[src/sarsa_pkg.sv]
// Shared types and constants for the SARSA agent step block.
package sarsa_pkg;

	typedef enum logic [3:0] {
		ST_CLEAR,
		ST_IDLE,
		ST_SCAN,
		ST_SCANW,
		ST_CHOOSE,
		ST_LOOK,
		ST_MUL1,
		ST_OLD,
		ST_MUL2,
		ST_WRITE,
		ST_OUT
	} state_t;

	typedef struct packed {
		logic clr_step;
		logic take;
		logic scan_rd;
		logic scan_cmp;
		logic choose;
		logic look_rd;
		logic mul1;
		logic old_rd;
		logic mul2;
		logic wr;
		logic commit;
	} cmd_t;

	typedef struct packed {
		logic clr_done;
		logic scan_last;
	} sts_t;

	localparam logic [0:0] REG_LEARN_RATE = 1'b0;
	localparam logic [0:0] REG_DISCOUNT   = 1'b1;
	localparam logic [15:0] LEARN_RATE_RESET = 16'd19661;
	localparam logic [15:0] DISCOUNT_RESET   = 16'd45875;

endpackage

[src/sarsa_ctrl.sv]
// Controller state machine for the SARSA agent step block.
module sarsa_ctrl (
	input  logic             clk,
	input  logic             arst_n,
	input  logic             in_valid,
	output logic             in_ready,
	output logic             out_valid,
	input  logic             out_ready,
	input  sarsa_pkg::sts_t  sts,
	output sarsa_pkg::cmd_t  cmd
);
	sarsa_pkg::state_t state_q, state_d;

	always_ff @(posedge clk or negedge arst_n) begin
		if (!arst_n) state_q <= sarsa_pkg::ST_CLEAR;
		else state_q <= state_d;
	end

	always_comb begin
		state_d = state_q;
		cmd = '0;
		in_ready = 1'b0;
		out_valid = 1'b0;
		case (state_q)
			sarsa_pkg::ST_CLEAR: begin
				cmd.clr_step = 1'b1;
				if (sts.clr_done) state_d = sarsa_pkg::ST_IDLE;
			end
			sarsa_pkg::ST_IDLE: begin
				in_ready = 1'b1;
				if (in_valid) begin
					cmd.take = 1'b1;
					state_d = sarsa_pkg::ST_SCAN;
				end
			end
			sarsa_pkg::ST_SCAN: begin
				cmd.scan_rd = 1'b1;
				state_d = sarsa_pkg::ST_SCANW;
			end
			sarsa_pkg::ST_SCANW: begin
				cmd.scan_cmp = 1'b1;
				if (sts.scan_last) state_d = sarsa_pkg::ST_CHOOSE;
				else begin
					cmd.scan_rd = 1'b1;
				end
			end
			sarsa_pkg::ST_CHOOSE: begin
				cmd.choose = 1'b1;
				state_d = sarsa_pkg::ST_LOOK;
			end
			sarsa_pkg::ST_LOOK: begin
				cmd.look_rd = 1'b1;
				state_d = sarsa_pkg::ST_MUL1;
			end
			sarsa_pkg::ST_MUL1: begin
				cmd.mul1 = 1'b1;
				state_d = sarsa_pkg::ST_OLD;
			end
			sarsa_pkg::ST_OLD: begin
				cmd.old_rd = 1'b1;
				state_d = sarsa_pkg::ST_MUL2;
			end
			sarsa_pkg::ST_MUL2: begin
				cmd.mul2 = 1'b1;
				state_d = sarsa_pkg::ST_WRITE;
			end
			sarsa_pkg::ST_WRITE: begin
				cmd.wr = 1'b1;
				cmd.commit = 1'b1;
				state_d = sarsa_pkg::ST_OUT;
			end
			sarsa_pkg::ST_OUT: begin
				out_valid = 1'b1;
				if (out_ready) state_d = sarsa_pkg::ST_IDLE;
			end
			default: state_d = sarsa_pkg::ST_CLEAR;
		endcase
	end

	assert property (@(posedge clk) disable iff (!arst_n)
		!(in_ready && out_valid)) else $error("accept during result hold");
	assert property (@(posedge clk) disable iff (!arst_n)
		cmd.wr |=> out_valid) else $error("no result after write");
	assert property (@(posedge clk) disable iff (!arst_n)
		(out_valid && !out_ready) |=> out_valid) else $error("result dropped");
endmodule

[config.mk]
export PLATFORM = sky130hd
export DESIGN_NAME = sarsa_ctrl
export DESIGN_NICKNAME = d
export VERILOG_FILES = /design/src/sarsa_pkg.sv /design/src/sarsa_ctrl.sv
export SDC_FILE = /design/constraint.sdc
export NUM_CORES = 1
export LEC_CHECK = 0
export ABC_AREA = 1
export BUFFER_PORTS_ARGS = -buffer_cell sky130_fd_sc_hd__buf_2
export CORE_AREA = 5 5 42 44
export DETAILED_ROUTE_END_ITERATION = 10
export DIE_AREA = 0 0 47 49
export GPL_ROUTABILITY_DRIVEN = 0
export HOLD_SLACK_MARGIN = 0.03
export PLACE_DENSITY = 0.56
export SLEW_MARGIN = 15
export SYNTH_ARGS = -nofsm -noshare
export SYNTH_HDL_FRONTEND = slang
export SYNTH_SLANG_ARGS = --single-unit
[constraint.sdc]
create_clock -name clk -period 1 [get_ports clk]
set_input_delay 0 -clock clk [delete_from_list [all_inputs] [get_ports clk]]
set_output_delay 0 -clock clk [all_outputs]
set_load 0.01 [all_outputs]
==> results.rst <==
.. list-table::
   :header-rows: 1

   * - Metric
     - Value
   * - Worst EP arrival
     - roughly 1.2 ns
   * - RSZ-0062 raised after global routing
     - yes
   * - TritonCTS clock tree
     - done
   * - Min cycle time layout
     - 1.23 ns
   * - Total power divided by cell area
     - approximately 3100 nW/µm²
   * - Maximum level of the CTS H-tree
     - 1
   * - Buffers on Ports
     - 18
   * - Buffer type at the clock tree root
     - sky130_fd_sc_hd__clkbuf_4
   * - Status
     - finished with violations
   * - Antenna Violating Nets Remaining
     - 0
   * - Cell type group with the largest total delay on the critical path
     - flip-flops
   * - Total net switching power
     - around 0.0011 W
   * - R2r worst-path depth
     - 7
   * - Violations in the final reports
     - negative setup slack
   * - FILL cells
     - about 140
   * - List of cells traversed by the critical path
     - nor2_4 -> inv_2 -> nor3_2 -> buf_2
   * - Num CTS Buffers
     - 3
   * - Die area
     - 2300 µm²
   * - Maximum number of buffers from clock root to sink
     - 2
   * - Final routed DRC violation total
     - 0
   * - Number of I/O pins
     - 19
   * - Proportion of synthesized chip area in sequential cells
     - roughly 28%
   * - Area Overhead vs Synth
     - 111%
   * - Antenna violations before repair
     - 0
   * - Largest net degree at the start of global routing
     - 6
   * - Static Leakage
     - approximately 0.42 nW
   * - Setup slack of the worst register-to-register path
     - -0.22 ns
   * - Worst reg2reg endpoint
     - state_q[1]$_DFFE_PN0P_
   * - Total design power
     - between 0.002 and 0.0025 W
   * - Vias in the first global route
     - 465
   * - WL final
     - 1130 µm
   * - Yosys Warn Count
     - 0
   * - DR iter-0 viols
     - 10
   * - Count of buffering cells on the critical path with inverters included
     - 2
   * - Clock network power share
     - under 10%
   * - Number of max-cap violations
     - 0
   * - Share of power burned in registers
     - 17.3%
   * - Clk Latency, worst-skew pair
     - between 0.2 and 0.25 ns
   * - Residual overflow from global routing
     - 0
   * - Maximum fanout along the worst path
     - 5
   * - Total inserted antenna cells
     - 0
   * - Vias per cell
     - 4.15
   * - Slowest CP cell
     - sky130_fd_sc_hd__dfrtp_2
   * - Maximum ir drop on the vdd rail
     - roughly 1.6 mV
   * - Total number of clock tree sinks
     - 4
   * - Average wire length per cell after detail routing
     - roughly 9.6 µm
   * - Crit start category
     - flop
   * - Largest regs
     - state_q: 4 flops
   * - Area of the mapped netlist
     - 359 µm²
   * - Initial Utilization
     - 25.6%
   * - Number of vias after detailed routing
     - roughly 490
   * - Worst hold path type
     - in -> async
   * - Multi-input gate area
     - roughly 270 µm²
   * - Number of hold-slack violations in the final timing report
     - 0
   * - Synthesized net count
     - 66
   * - Placed Instances
     - roughly 110
   * - Instance count of the mapped netlist
     - 60
   * - Count of placed standard cells in the final layout, fillers left out
     - roughly 120
   * - Clock transition time at the flip-flop clock pins of the worst setup and hold paths
     - 0.04 ns
   * - Core region area
     - ~1400 µm²
   * - Register cell area after layout
     - 104 µm²
   * - Pre-CTS setup slack
     - -0.0813 ns
   * - First-pass GRT wire length
     - approximately 1800 µm
   * - Number of flip-flops under the largest register name
     - 4
   * - Tot GR Track Use
     - a little over a tenth
   * - Power share of the combinational group
     - about three quarters
   * - Share of layout cells above drive strength 1
     - between 70 and 80%
   * - Drt pass-1 iters
     - 4
   * - Category of the worst setup path capture point
     - output port
   * - Fraction of the cycle the final worst path needs
     - 123%
   * - Number of pins exceeding their max-slew limit in the final report
     - 0
   * - Reg-to-reg startpoint
     - state_q[2]$_DFFE_PN0P_
   * - Switching Share
     - 45.8%
   * - Yosys reg bits
     - 4
   * - Crit path setup slack, layout
     - -0.230 ns
   * - Mean instance size in the synthesized netlist
     - approximately 6.0 µm²
   * - Slew HR
     - approximately 87%
   * - Worst clock skew
     - ~0.0082 ns
   * - Worst Max-Slew Pin Slew
     - 0.193 ns
   * - Unique masters post-synth
     - 15
   * - Chip height
     - roughly 49 µm
   * - Register name with the most flops
     - state_q
   * - Row Count
     - 14
   * - Setup TNS
     - -3.42 ns
   * - Required time reported for the critical path endpoint
     - 1.00 ns
   * - Detailed Place HPWL
     - between 800 and 900 µm
   * - Largest incremental delay on the critical path
     - roughly 0.46 ns
   * - Kind of critical path
     - reg -> out
   * - Chip Width
     - approximately 47 µm
   * - Number of setup violations in the final report
     - 17
   * - Highest clock frequency the design can meet
     - ~0.8 GHz
   * - Cell-internal power
     - between 0.001 and 0.0015 W
   * - Net count, final
     - roughly 110
## synth_stat cells
cell type | number | area share [%]
sky130_fd_sc_hd__a21oi_1 | 2 | 2.8
sky130_fd_sc_hd__buf_4 | 1 | 2.1
sky130_fd_sc_hd__dfrtp_1 | 4 | 28
sky130_fd_sc_hd__inv_1 | 14 | 15
sky130_fd_sc_hd__inv_2 | 1 | 1.0
sky130_fd_sc_hd__nand2_1 | 11 | 11
sky130_fd_sc_hd__nand2_2 | 2 | 3.5
sky130_fd_sc_hd__nand3_1 | 2 | 2.8
sky130_fd_sc_hd__nand3_2 | 2 | 5.6
sky130_fd_sc_hd__nor2_1 | 12 | 13
sky130_fd_sc_hd__nor2_2 | 3 | 5.2
sky130_fd_sc_hd__nor3_1 | 1 | 1.4
sky130_fd_sc_hd__nor3b_2 | 1 | 3.5
sky130_fd_sc_hd__o21ai_0 | 2 | 2.8
sky130_fd_sc_hd__o21ai_1 | 2 | 2.8
## stage by stage
stage | utilization [%] | hold WS [ns] | area, µm²
3_5_place_dp | 40.5 | -0.191 | 568
3_3_place_gp | 40.5 | -0.191 | 568
5_1_grt | 54.0 | 0.113 | 757
2_1_floorplan | - | -0.296 | 375
4_1_cts | 50.0 | 0.0851 | 701
6_report | 54.0 | 0.0902 | 757
## metal layers
layer | GRT usage [%] | routed length (µm) | up-vias | part of all wire (%)
met4 | 6.91 | 15 | 0 | 1.3
li1 | - | - | 259 | -
met3 | 1.11 | 54 | 2 | 4.8
met5 | 0 | 0 | - | 0
met2 | 17.4 | 634 | 13 | 56
met1 | 12.4 | 424 | 211 | 38
## worst register-to-register path: cells and delay by family, from the launching register on
family | cells | cell delay [ns]
buf+inv | 1 | 0.14
flops | 1 | 0.46
simple gates | 6 | 0.51
## timing repair
action,in CTS,in global routing
hold buffers,1,0
resized for setup,25,13
pin swaps,9,9
endpoints found under the hold margin,4,0
setup endpoints to repair,17,17
setup buffers,5,3
## power by group through the flow
| stage | clock [W] | sequential (W) | combinational (W) |
|---|---|---|---|
| after floorplan | 0 | 0.000333 | 0.000688 |
| after global placement | 0 | 0.000336 | 0.00122 |
| after detailed placement | 0 | 0.000342 | 0.00121 |
| after CTS | 0.000229 | 0.000363 | 0.00156 |
| after global routing | 0.000253 | 0.000417 | 0.00190 |
| final | 0.000218 | 0.000409 | 0.00174 |
## placed cells by master, fill, tap and decap left out, types with 2 or more instances in the layout
cell type and instances:
sky130_fd_sc_hd__buf_2 17, sky130_fd_sc_hd__buf_4 13, sky130_fd_sc_hd__buf_6 7, sky130_fd_sc_hd__clkbuf_4 3
sky130_fd_sc_hd__dfrtp_2 3, sky130_fd_sc_hd__inv_1 5, sky130_fd_sc_hd__inv_2 8, sky130_fd_sc_hd__inv_4 2
sky130_fd_sc_hd__nand2_1 8, sky130_fd_sc_hd__nand2_2 4, sky130_fd_sc_hd__nand3_2 2, sky130_fd_sc_hd__nor2_1 4
sky130_fd_sc_hd__nor2_2 6, sky130_fd_sc_hd__nor2_4 5, sky130_fd_sc_hd__o21ai_1 3
## how the worst max path moves through the flow
stage                                   to  cells past startpoint                   start
floorplan           state_q[0]$_DFFE_PN0P_                      6  state_q[3]$_DFFE_PN0P_
global placement    state_q[0]$_DFFE_PN0P_                      6  state_q[2]$_DFFE_PN0P_
detailed placement  state_q[1]$_DFFE_PN0P_                      6  state_q[2]$_DFFE_PN0P_
CTS                                 cmd[9]                      4  state_q[2]$_DFFE_PN0P_
global route                        cmd[2]                      6  state_q[3]$_DFFE_PN0P_
finish                              cmd[9]                      4  state_q[2]$_DFFE_PN0P_
## final cells by class
cell class	instances	area share, %
sequential	4	13.7
timing repair buffer	38	35.9
multi-input combinational	40	36.2
clock buffer	4	3.47
inverter	15	8.10
tap	16	2.64
## cell families (layout without fill, tap and decap cells)
family / Yosys count / after routing / synth area share, %
and+or+nand+nor: 34 / 34 / 46.0
DFF: 4 / 4 / 27.9
AOI/OAI and AO/OA: 6 / 6 / 8.36
buffers and inverters: 16 / 57 / 17.8
Power figures use the tool's default switching activity.
